File: src/rtl/core/rwce_pkg.sv
// ----------------------------------------------------------------------------
// rwce_pkg
// Types and constants shared by the RIFF/WAVE chunk extractor.
// ----------------------------------------------------------------------------
`timescale 1ns / 1ps
`default_nettype none

package rwce_pkg;

  localparam logic [31:0] TAG_RIFF = 32'h5249_4646;
  localparam logic [31:0] TAG_WAVE = 32'h5741_5645;
  localparam logic [31:0] TAG_FMT  = 32'h666D_7420;
  localparam logic [31:0] TAG_DATA = 32'h6461_7461;
  localparam logic [31:0] ROOT_MIN = 32'h0000_0024;

  localparam logic [32:0] ROOT_HDR_END = 33'd8;
  localparam logic [32:0] FORM_END     = 33'd12;
  localparam logic [31:0] HDR_LEN      = 32'd8;
  localparam logic [31:0] FMT_FULL     = 32'd18;
  localparam logic [31:0] FMT_CB_OFS   = 32'd16;
  localparam logic [4:0]  FMT_LAST     = 5'd17;

  typedef enum logic [2:0] {
    PH_ROOT,
    PH_FORM,
    PH_HDR,
    PH_PAY,
    PH_IDLE
  } phase_t;

  typedef enum logic [1:0] {
    SORT_FMT  = 2'd0,
    SORT_DATA = 2'd1,
    SORT_NONE = 2'd2
  } sort_t;

  typedef struct packed {
    logic hdr_shift;
    logic pos_inc;
    logic region_ld;
    logic hdr_clr;
    logic idx_inc;
    logic chunk_ld;
    logic left_dec;
    logic emit;
    logic pad_start;
    logic pad_zero;
  } rwce_cmd_t;

  typedef struct packed {
    logic root_done;
    logic root_ok;
    logic form_done;
    logic form_ok;
    logic room;
    logic hdr_done;
    logic hdr_fits;
    logic size_zero;
    logic tag_fmt;
    logic left_one;
    logic short_fmt;
    logic sort_none;
    logic pad_busy;
    logic out_free;
  } rwce_stat_t;

endpackage

`default_nettype wire

File: src/rtl/core/rwce_if.sv
// ----------------------------------------------------------------------------
// rwce_if
// Valid/ready channels for file bytes in and chunk words out.
// ----------------------------------------------------------------------------
`timescale 1ns / 1ps
`default_nettype none

interface rwce_in_if;
  logic       valid;
  logic       ready;
  logic [7:0] file_byte;
  logic       file_start;

  modport source (output valid, output file_byte, output file_start, input ready);
  modport sink   (input valid, input file_byte, input file_start, output ready);
endinterface

interface rwce_out_if;
  logic        valid;
  logic        ready;
  logic        chunk_sort;
  logic [7:0]  payload_byte;
  logic [31:0] byte_offset;
  logic        chunk_first;
  logic        chunk_last;
  logic        run_last;

  modport source (output valid, output chunk_sort, output payload_byte,
                  output byte_offset, output chunk_first, output chunk_last,
                  output run_last, input ready);
  modport sink   (input valid, input chunk_sort, input payload_byte,
                  input byte_offset, input chunk_first, input chunk_last,
                  input run_last, output ready);
endinterface

`default_nettype wire

File: src/rtl/core/rwce_ctrl.sv
// ----------------------------------------------------------------------------
// rwce_ctrl
// Parse phase state machine; issues datapath commands per accepted byte.
// ----------------------------------------------------------------------------
`timescale 1ns / 1ps
`default_nettype none

module rwce_ctrl import rwce_pkg::*; (
  input  logic       clk,
  input  logic       rst_n,
  input  logic       in_valid,
  input  logic       in_file_start,
  output logic       in_ready,
  input  rwce_stat_t stat,
  output rwce_cmd_t  cmd
);

  phase_t phase_r;
  phase_t phase_nxt;
  phase_t phase_eff;
  logic   acc;

  assign in_ready  = !stat.pad_busy && stat.out_free;
  assign acc       = in_valid && in_ready;
  assign phase_eff = in_file_start ? PH_ROOT : phase_r;

  always_ff @(posedge clk) begin
    if (!rst_n) begin
      phase_r <= PH_ROOT;
    end else begin
      phase_r <= phase_nxt;
    end
  end

  always_comb begin
    phase_nxt = phase_r;
    if (acc) begin
      case (phase_eff)
        PH_ROOT: begin
          if (stat.root_done) begin
            phase_nxt = stat.root_ok ? PH_FORM : PH_IDLE;
          end else begin
            phase_nxt = PH_ROOT;
          end
        end
        PH_FORM: begin
          if (stat.form_done) begin
            phase_nxt = (stat.form_ok && stat.room) ? PH_HDR : PH_IDLE;
          end else begin
            phase_nxt = PH_FORM;
          end
        end
        PH_HDR: begin
          if (!stat.hdr_done) begin
            phase_nxt = PH_HDR;
          end else if (!stat.hdr_fits) begin
            phase_nxt = PH_IDLE;
          end else if (stat.size_zero) begin
            phase_nxt = stat.room ? PH_HDR : PH_IDLE;
          end else begin
            phase_nxt = PH_PAY;
          end
        end
        PH_PAY: begin
          if (stat.left_one) begin
            phase_nxt = stat.room ? PH_HDR : PH_IDLE;
          end else begin
            phase_nxt = PH_PAY;
          end
        end
        default: phase_nxt = PH_IDLE;
      endcase
    end
  end

  always_comb begin
    cmd = '0;
    if (acc) begin
      case (phase_eff)
        PH_ROOT: begin
          cmd.hdr_shift = 1'b1;
          cmd.pos_inc   = 1'b1;
          cmd.region_ld = stat.root_done && stat.root_ok;
        end
        PH_FORM: begin
          cmd.hdr_shift = 1'b1;
          cmd.pos_inc   = 1'b1;
          cmd.hdr_clr   = stat.form_done && stat.form_ok && stat.room;
        end
        PH_HDR: begin
          cmd.hdr_shift = 1'b1;
          cmd.pos_inc   = 1'b1;
          cmd.idx_inc   = 1'b1;
          if (stat.hdr_done && stat.hdr_fits) begin
            cmd.chunk_ld = 1'b1;
            if (stat.size_zero) begin
              cmd.pad_start = stat.tag_fmt;
              cmd.pad_zero  = 1'b1;
              cmd.hdr_clr   = stat.room;
            end
          end
        end
        PH_PAY: begin
          cmd.pos_inc  = 1'b1;
          cmd.idx_inc  = 1'b1;
          cmd.left_dec = 1'b1;
          cmd.emit     = !stat.sort_none;
          if (stat.left_one) begin
            cmd.pad_start = stat.short_fmt;
            cmd.hdr_clr   = stat.room;
          end
        end
        default: cmd = '0;
      endcase
    end
  end

endmodule

`default_nettype wire

File: src/rtl/core/rwce_dp.sv
// ----------------------------------------------------------------------------
// rwce_dp
// Position, header shifter, chunk counters, pad generator and output word.
// ----------------------------------------------------------------------------
`timescale 1ns / 1ps
`default_nettype none

module rwce_dp import rwce_pkg::*; (
  input  logic        clk,
  input  logic        rst_n,
  input  logic        cfg_wr_en,
  input  logic [31:0] cfg_wr_data,
  input  logic [7:0]  in_file_byte,
  input  logic        in_file_start,
  input  rwce_cmd_t   cmd,
  output rwce_stat_t  stat,
  input  logic        out_ready,
  output logic        out_valid,
  output logic        out_chunk_sort,
  output logic [7:0]  out_payload_byte,
  output logic [31:0] out_byte_offset,
  output logic        out_chunk_first,
  output logic        out_chunk_last,
  output logic        out_run_last
);

  logic [31:0] file_len_r;
  logic [32:0] pos_r;
  logic [63:0] shift_r;
  logic [32:0] region_r;
  logic [31:0] left_r;
  logic [31:0] idx_r;
  sort_t       sort_r;
  logic        fmt_short_r;
  logic        pad_act_r;
  logic [4:0]  pad_idx_r;
  logic        out_valid_r;
  logic        out_sort_r;
  logic [7:0]  out_byte_r;
  logic [31:0] out_off_r;
  logic        out_first_r;
  logic        out_last_r;
  logic        out_rlast_r;

  logic [32:0] pos_e;
  logic [63:0] shift_e;
  logic [63:0] shift_nxt;
  logic [32:0] pos_nxt;
  logic [31:0] idx_nxt;
  logic [31:0] hdr_tag;
  logic [31:0] hdr_size;
  sort_t       hdr_sort;
  logic        out_free;
  logic        pad_step;
  logic        zero_b;

  assign pos_e     = in_file_start ? '0 : pos_r;
  assign shift_e   = in_file_start ? '0 : shift_r;
  assign shift_nxt = {shift_e[55:0], in_file_byte};
  assign pos_nxt   = pos_e + 33'd1;
  assign idx_nxt   = idx_r + 32'd1;
  assign hdr_tag   = shift_nxt[63:32];
  assign hdr_size  = {shift_nxt[7:0], shift_nxt[15:8], shift_nxt[23:16], shift_nxt[31:24]};
  assign out_free  = !out_valid_r || out_ready;
  assign pad_step  = pad_act_r && out_free;

  always_comb begin
    if (hdr_tag == TAG_FMT) begin
      hdr_sort = SORT_FMT;
    end else if (hdr_tag == TAG_DATA) begin
      hdr_sort = SORT_DATA;
    end else begin
      hdr_sort = SORT_NONE;
    end
  end

  always_comb begin
    stat.root_done = pos_nxt >= ROOT_HDR_END;
    stat.root_ok   = (hdr_tag == TAG_RIFF) && (hdr_size >= ROOT_MIN) &&
                     ((ROOT_HDR_END + {1'b0, hdr_size}) <= {1'b0, file_len_r});
    stat.form_done = pos_nxt >= FORM_END;
    stat.form_ok   = shift_nxt[31:0] == TAG_WAVE;
    stat.room      = ({1'b0, pos_nxt} + {1'b0, ROOT_HDR_END}) <= {1'b0, region_r};
    stat.hdr_done  = idx_nxt >= HDR_LEN;
    stat.hdr_fits  = ({1'b0, pos_nxt} + {2'b0, hdr_size}) <= {1'b0, region_r};
    stat.size_zero = hdr_size == 32'd0;
    stat.tag_fmt   = hdr_sort == SORT_FMT;
    stat.left_one  = left_r == 32'd1;
    stat.short_fmt = (sort_r == SORT_FMT) && fmt_short_r;
    stat.sort_none = sort_r == SORT_NONE;
    stat.pad_busy  = pad_act_r;
    stat.out_free  = out_free;
  end

  assign zero_b = stat.short_fmt && (idx_r >= FMT_CB_OFS);

  always_ff @(posedge clk) begin
    if (!rst_n) begin
      file_len_r  <= '0;
      pos_r       <= '0;
      pad_act_r   <= 1'b0;
      out_valid_r <= 1'b0;
    end else begin
      if (cfg_wr_en) begin
        file_len_r <= cfg_wr_data;
      end
      if (cmd.pos_inc) begin
        pos_r <= pos_nxt;
      end
      if (cmd.pad_start) begin
        pad_act_r <= 1'b1;
      end else if (pad_step && pad_idx_r == FMT_LAST) begin
        pad_act_r <= 1'b0;
      end
      if (cmd.emit || pad_step) begin
        out_valid_r <= 1'b1;
      end else if (out_ready) begin
        out_valid_r <= 1'b0;
      end
    end
  end

  always_ff @(posedge clk) begin
    if (cmd.hdr_clr || cmd.region_ld) begin
      shift_r <= '0;
    end else if (cmd.hdr_shift) begin
      shift_r <= shift_nxt;
    end
    if (cmd.region_ld) begin
      region_r <= ROOT_HDR_END + {1'b0, hdr_size};
    end
    if (cmd.hdr_clr || cmd.chunk_ld) begin
      idx_r <= '0;
    end else if (cmd.idx_inc) begin
      idx_r <= idx_nxt;
    end
    if (cmd.chunk_ld) begin
      sort_r      <= hdr_sort;
      fmt_short_r <= hdr_size < FMT_FULL;
      left_r      <= hdr_size;
    end else if (cmd.left_dec) begin
      left_r <= left_r - 32'd1;
    end
    if (cmd.pad_start) begin
      pad_idx_r <= cmd.pad_zero ? 5'd0 : idx_nxt[4:0];
    end else if (pad_step) begin
      pad_idx_r <= pad_idx_r + 5'd1;
    end
    if (cmd.emit) begin
      out_sort_r  <= sort_r[0];
      out_byte_r  <= zero_b ? 8'd0 : in_file_byte;
      out_off_r   <= idx_r;
      out_first_r <= idx_r == 32'd0;
      out_last_r  <= stat.left_one && !stat.short_fmt;
      out_rlast_r <= !cmd.pad_start;
    end else if (pad_step) begin
      out_sort_r  <= SORT_FMT[0];
      out_byte_r  <= 8'd0;
      out_off_r   <= {27'd0, pad_idx_r};
      out_first_r <= pad_idx_r == 5'd0;
      out_last_r  <= pad_idx_r == FMT_LAST;
      out_rlast_r <= pad_idx_r == FMT_LAST;
    end
  end

  assign out_valid        = out_valid_r;
  assign out_chunk_sort   = out_sort_r;
  assign out_payload_byte = out_byte_r;
  assign out_byte_offset  = out_off_r;
  assign out_chunk_first  = out_first_r;
  assign out_chunk_last   = out_last_r;
  assign out_run_last     = out_rlast_r;

endmodule

`default_nettype wire

File: src/rtl/core/riff_wave_chunk_extractor.sv
// A payload word is loaded into the output register in the cycle after its byte is taken.
// Throughput: one file byte per cycle while the output is taken and no pad burst is running.
// A short format chunk adds a zero-pad burst of up to 18 words, one per cycle while the output is taken,
// with the input held off until the burst is out.
// Reset (rst_n low, synchronous): parse restarts at byte 0, file length clears to 0.
// ----------------------------------------------------------------------------
// riff_wave_chunk_extractor
// Walks a RIFF/WAVE byte stream and forwards fmt and data chunk words.
// ----------------------------------------------------------------------------
`timescale 1ns / 1ps
`default_nettype none

module riff_wave_chunk_extractor import rwce_pkg::*; (
  input  logic        clk,
  input  logic        rst_n,
  input  logic        cfg_wr_en,
  input  logic [31:0] cfg_wr_data,
  rwce_in_if.sink     in_if,
  rwce_out_if.source  out_if
);

  rwce_cmd_t  cmd;
  rwce_stat_t stat;

  rwce_ctrl u_ctrl (
    .clk           (clk),
    .rst_n         (rst_n),
    .in_valid      (in_if.valid),
    .in_file_start (in_if.file_start),
    .in_ready      (in_if.ready),
    .stat          (stat),
    .cmd           (cmd)
  );

  rwce_dp u_dp (
    .clk              (clk),
    .rst_n            (rst_n),
    .cfg_wr_en        (cfg_wr_en),
    .cfg_wr_data      (cfg_wr_data),
    .in_file_byte     (in_if.file_byte),
    .in_file_start    (in_if.file_start),
    .cmd              (cmd),
    .stat             (stat),
    .out_ready        (out_if.ready),
    .out_valid        (out_if.valid),
    .out_chunk_sort   (out_if.chunk_sort),
    .out_payload_byte (out_if.payload_byte),
    .out_byte_offset  (out_if.byte_offset),
    .out_chunk_first  (out_if.chunk_first),
    .out_chunk_last   (out_if.chunk_last),
    .out_run_last     (out_if.run_last)
  );

endmodule

`default_nettype wire

File: src/flat_wrapper.sv
// flat-port wrapper written by rule: the top's interface ports become plain ports
module riff_wave_chunk_extractor_flat import rwce_pkg::*;
  (clk, rst_n, cfg_wr_en, cfg_wr_data, in_if_valid, in_if_file_byte, in_if_file_start, in_if_ready, out_if_valid, out_if_chunk_sort, out_if_payload_byte, out_if_byte_offset, out_if_chunk_first, out_if_chunk_last, out_if_run_last, out_if_ready);
  rwce_in_if in_if_i ();
  rwce_out_if out_if_i ();
  input  logic clk;
  input  logic rst_n;
  input  logic cfg_wr_en;
  input  logic [31:0] cfg_wr_data;
  input wire logic [$bits(in_if_i.valid)-1:0] in_if_valid;
  input wire logic [$bits(in_if_i.file_byte)-1:0] in_if_file_byte;
  input wire logic [$bits(in_if_i.file_start)-1:0] in_if_file_start;
  output wire logic [$bits(in_if_i.ready)-1:0] in_if_ready;
  output wire logic [$bits(out_if_i.valid)-1:0] out_if_valid;
  output wire logic [$bits(out_if_i.chunk_sort)-1:0] out_if_chunk_sort;
  output wire logic [$bits(out_if_i.payload_byte)-1:0] out_if_payload_byte;
  output wire logic [$bits(out_if_i.byte_offset)-1:0] out_if_byte_offset;
  output wire logic [$bits(out_if_i.chunk_first)-1:0] out_if_chunk_first;
  output wire logic [$bits(out_if_i.chunk_last)-1:0] out_if_chunk_last;
  output wire logic [$bits(out_if_i.run_last)-1:0] out_if_run_last;
  input wire logic [$bits(out_if_i.ready)-1:0] out_if_ready;
  assign in_if_i.valid = in_if_valid;
  assign in_if_i.file_byte = in_if_file_byte;
  assign in_if_i.file_start = in_if_file_start;
  assign in_if_ready = in_if_i.ready;
  assign out_if_valid = out_if_i.valid;
  assign out_if_chunk_sort = out_if_i.chunk_sort;
  assign out_if_payload_byte = out_if_i.payload_byte;
  assign out_if_byte_offset = out_if_i.byte_offset;
  assign out_if_chunk_first = out_if_i.chunk_first;
  assign out_if_chunk_last = out_if_i.chunk_last;
  assign out_if_run_last = out_if_i.run_last;
  assign out_if_i.ready = out_if_ready;
  riff_wave_chunk_extractor u_core (.clk(clk), .rst_n(rst_n), .cfg_wr_en(cfg_wr_en), .cfg_wr_data(cfg_wr_data), .in_if(in_if_i), .out_if(out_if_i));
endmodule
File: config.mk
export PLATFORM = sky130hd
export DESIGN_NAME = riff_wave_chunk_extractor_flat
export DESIGN_NICKNAME = d
export VERILOG_FILES = /design/src/rtl/core/rwce_pkg.sv /design/src/rtl/core/rwce_if.sv /design/src/rtl/core/rwce_ctrl.sv /design/src/rtl/core/rwce_dp.sv /design/src/rtl/core/riff_wave_chunk_extractor.sv /design/src/flat_wrapper.sv
export SDC_FILE = /design/constraint.sdc
export NUM_CORES = 1
export LEC_CHECK = 0
export ABC_AREA = 1
export BUFFER_PORTS_ARGS = -buffer_cell sky130_fd_sc_hd__buf_2
export CORE_MARGIN = 4
export CORE_UTILIZATION = 57
export DETAILED_ROUTE_END_ITERATION = 8
export PLACE_DENSITY_LB_ADDON = 0.3
export SETUP_SLACK_MARGIN = 0.5
export SYNTH_ARGS = -nofsm -noshare
export SYNTH_HDL_FRONTEND = slang
export SYNTH_SLANG_ARGS = --single-unit
File: constraint.sdc
create_clock -name clk -period 11.4 [get_ports clk]
set_input_delay 2.28 -clock clk [delete_from_list [all_inputs] [get_ports clk]]
set_output_delay 2.28 -clock clk [all_outputs]
set_load 0.02 [all_outputs]
==> flow_summary.ini <==
[clock_network]
clock_sinks = 275
htreeDepth = 1
clock_latency_ns = 0.61
clk_pin_slew_ns = 0.06
cts_setup_buffers = 0
cts_buffers = 31
cts_hold_buf = 0
clockRootBuffer = clkbuf_16
cts_tree = done
max-clock-path-buffers = 3
cts_resized = 0

[sta]
hold_violations = 0
slew_headroom_pct = 23.89
fmax_mhz = 104.5
setup_violations = 0
fin_setup_tns_ns = 0
fin_crit_ns = 9.571
skew_ns = 0.02562
drv_slew = 0
rsz0062_at_grt = no
worst_pin_slew_ns = 1.139
holdWs_ns = 0.4643
fin_ws_ns = 1.829
fin_crit_sh_pct = 83.96

[worst_setup_path]
crit_end = u_core.u_dp.shift_r[45]
cpLargestDelayFamily = simple AND/OR/NAND/NOR gates
critical_path_class = input pin to register
crit_buf_inv = 7
worstPathMaxFanout = 45
setup.worst_path.start = in_if_file_start
r2r_setup_slack_ns = 3.58
slowest_delay_ns = 0.68
r2r_cells = 44
cp_common_cell = nand2_1
required_ns = 11.87
crit_slowest_cell = nand2_2
start_kind = input pin
r2r-start = u_core.u_dp.pos_r[0]
timing.rr.end = u_core.u_dp.shift_r[45]
end_kind = register
path_depth = 44
cp.arrival_ns = 10.04

[yosys]
avgSynthCellArea_um2 = 7.184
syn_nets = 2909
async_flop_share_pct = 0
syn-cell-area_mm2 = 0.01954
syn_inst = 2720
ys.flop_type = dfxtp_1
ys_types = 57
synth_seq_cells = 275
synth-edff-count = 117
ys_seq_area_share_pct = 34.17
ys.warnings.count = 0

[routing]
antenna_left = 0
drc = 0
drtPass1Iterations = 8
wl_per_cell_um = 18.17
drt_iter0_drc = 1575
drt-vias-per-instance = 5.639
num_vias = 18406
routed_wl_um = 59300

[power]
power_leakage_nw = 10.18
internal-power_mw = 1.831
clkPwrFrac_pct = 39.0
ir_drop_mv = 0.1413
combPwrFrac_pct = 18.6
power_switching_mw = 0.8098
p_seq_share_pct = 42.4
power_density_mw_per_mm2 = 123.5
p_sw_share_pct = 30.67

[floorplanning]
die_x_um = 193.2
fp-row-count = 67
die_h_um = 193.2
start_util_pct = 57.98
ios = 92
core_area_mm2 = 0.03370
die_area_mm2 = 0.03731

[finish]
fin_util_pct = 63.42
final_cell_mix = nand2_1 (506), inv_1 (403), nor2_1 (358), o21ai_0 (219), dfxtp_1 (158)
drive_gt1_share_pct = 9.339
layoutNonFillerInstCount = 3264
mostFrequentLayoutCell = nand2_1
area_delta_synth_final_pct = 9.381
n_antenna_cell = 0
seq_area_mm2 = 0.006676
nets = 2980
multi_input_area_mm2 = 0.01094
final.fill_count = 3069

[grt]
grt_pass1_wl_um = 93290
grt_max_degree = 66
grt_pass1_vias = 17447
antenna_found_initial = 1
track_usage_pct = 31.52
overflow = 0

[placed_design]
place_congestion = 1.036
dp_cells = 3206
io_buffers = 91
dpl_worst_slack_ns = 1.360
hpwl_um = 46390

[flow_run]
maxCapViolCount = 0

[worst_hold_path]
hold_class = register to register

[run_status]
run_status = finished, final reports clean
-- cell type report --
cell class                      count  share of cell area, %
Inverter                          417                  7.335
Timing Repair Buffer              108                  2.728
Tap cell                          448                  2.623
Multi-Input combinational cell   1958                  51.19
Clock buffer                       42                  4.162
Clock inverter                     16                 0.7259
Sequential cell                   275                  31.24
-- power groups by stage --
stage | logic [mW] | registers (mW) | clock network [mW]
finish | 0.491 | 1.12 | 1.03
global route | 0.549 | 1.12 | 1.08
CTS | 0.481 | 1.12 | 1.04
detailed placement | 0.477 | 1.14 | 0
global placement | 0.465 | 1.14 | 0
floorplan | 0.339 | 1.13 | 0
-- synthesized netlist by cell type, types with 48 or more instances --
cell type / n / area share [%]
dfxtp_1: 158 / 16
inv_1: 404 / 7.8
a21oi_1: 155 / 4.0
clkbuf_1: 48 / 0.92
o21ai_0: 219 / 5.6
nand2_1: 509 / 9.8
edfxtp_1: 117 / 18
xor2_1: 124 / 5.6
ha_1: 142 / 9.1
nor2_1: 360 / 6.9
nand3_1: 127 / 3.3
nor3_1: 67 / 1.7
nor2_2: 54 / 1.7
nand4_1: 71 / 2.3
-- metal layers --
metal	global-route usage, %	part of all wire (%)	vias up
met3	5.023	8.1	156
met2	52.61	46	724
met5	0	0	-
met1	41.44	42	8514
li1	-	-	9012
met4	11.82	4.4	0
-- registers in the layout, indices dropped and copies added (netlist names), 8 cells and up --
name,flops
u_core.u_dp.file_len_r,32
u_core.u_dp.idx_r,32
u_core.u_dp.left_r,32
u_core.u_dp.out_byte_offset,32
u_core.u_dp.out_payload_byte,8
u_core.u_dp.pos_r,33
u_core.u_dp.region_r,33
u_core.u_dp.shift_r,56
-- cell families after synthesis --
family	after synthesis	synth area share [%]
and+or+nand+nor	1242	27.96
buffers and inverters	487	9.931
AOI/OAI and AO/OA	413	11.04
DFF	275	34.17
xor gates and xnor gates	160	7.710
adders and majority gates	143	9.195
-- worst min path at each step --
stage | from | to | cells after the start
finish | u_core.u_dp.file_len_r[9] | u_core.u_dp.file_len_r[9] | 2
global route | u_core.u_dp.file_len_r[18] | u_core.u_dp.file_len_r[18] | 2
CTS | u_core.u_dp.file_len_r[9] | u_core.u_dp.file_len_r[9] | 2
detailed placement | u_core.u_dp.file_len_r[9] | u_core.u_dp.file_len_r[9] | 2
global placement | u_core.u_dp.file_len_r[3] | u_core.u_dp.file_len_r[3] | 2
floorplan | u_core.u_dp.file_len_r[3] | u_core.u_dp.file_len_r[3] | 2
-- stage by stage --
stage	power [mW]	instance area, um^2
final	2.640	21370
after global routing	2.756	21370
after CTS	2.642	21370
after detailed placement	1.614	20330
after global placement	1.601	20330
after floorplan	1.465	19540
-- worst min-delay path, stage by stage (launching register included) --
cell	delay [ns]
dfxtp_1	0.30
inv_1	0.06
a21oi_1	0.06
Note: power is estimated with default switching activity, not from simulation.
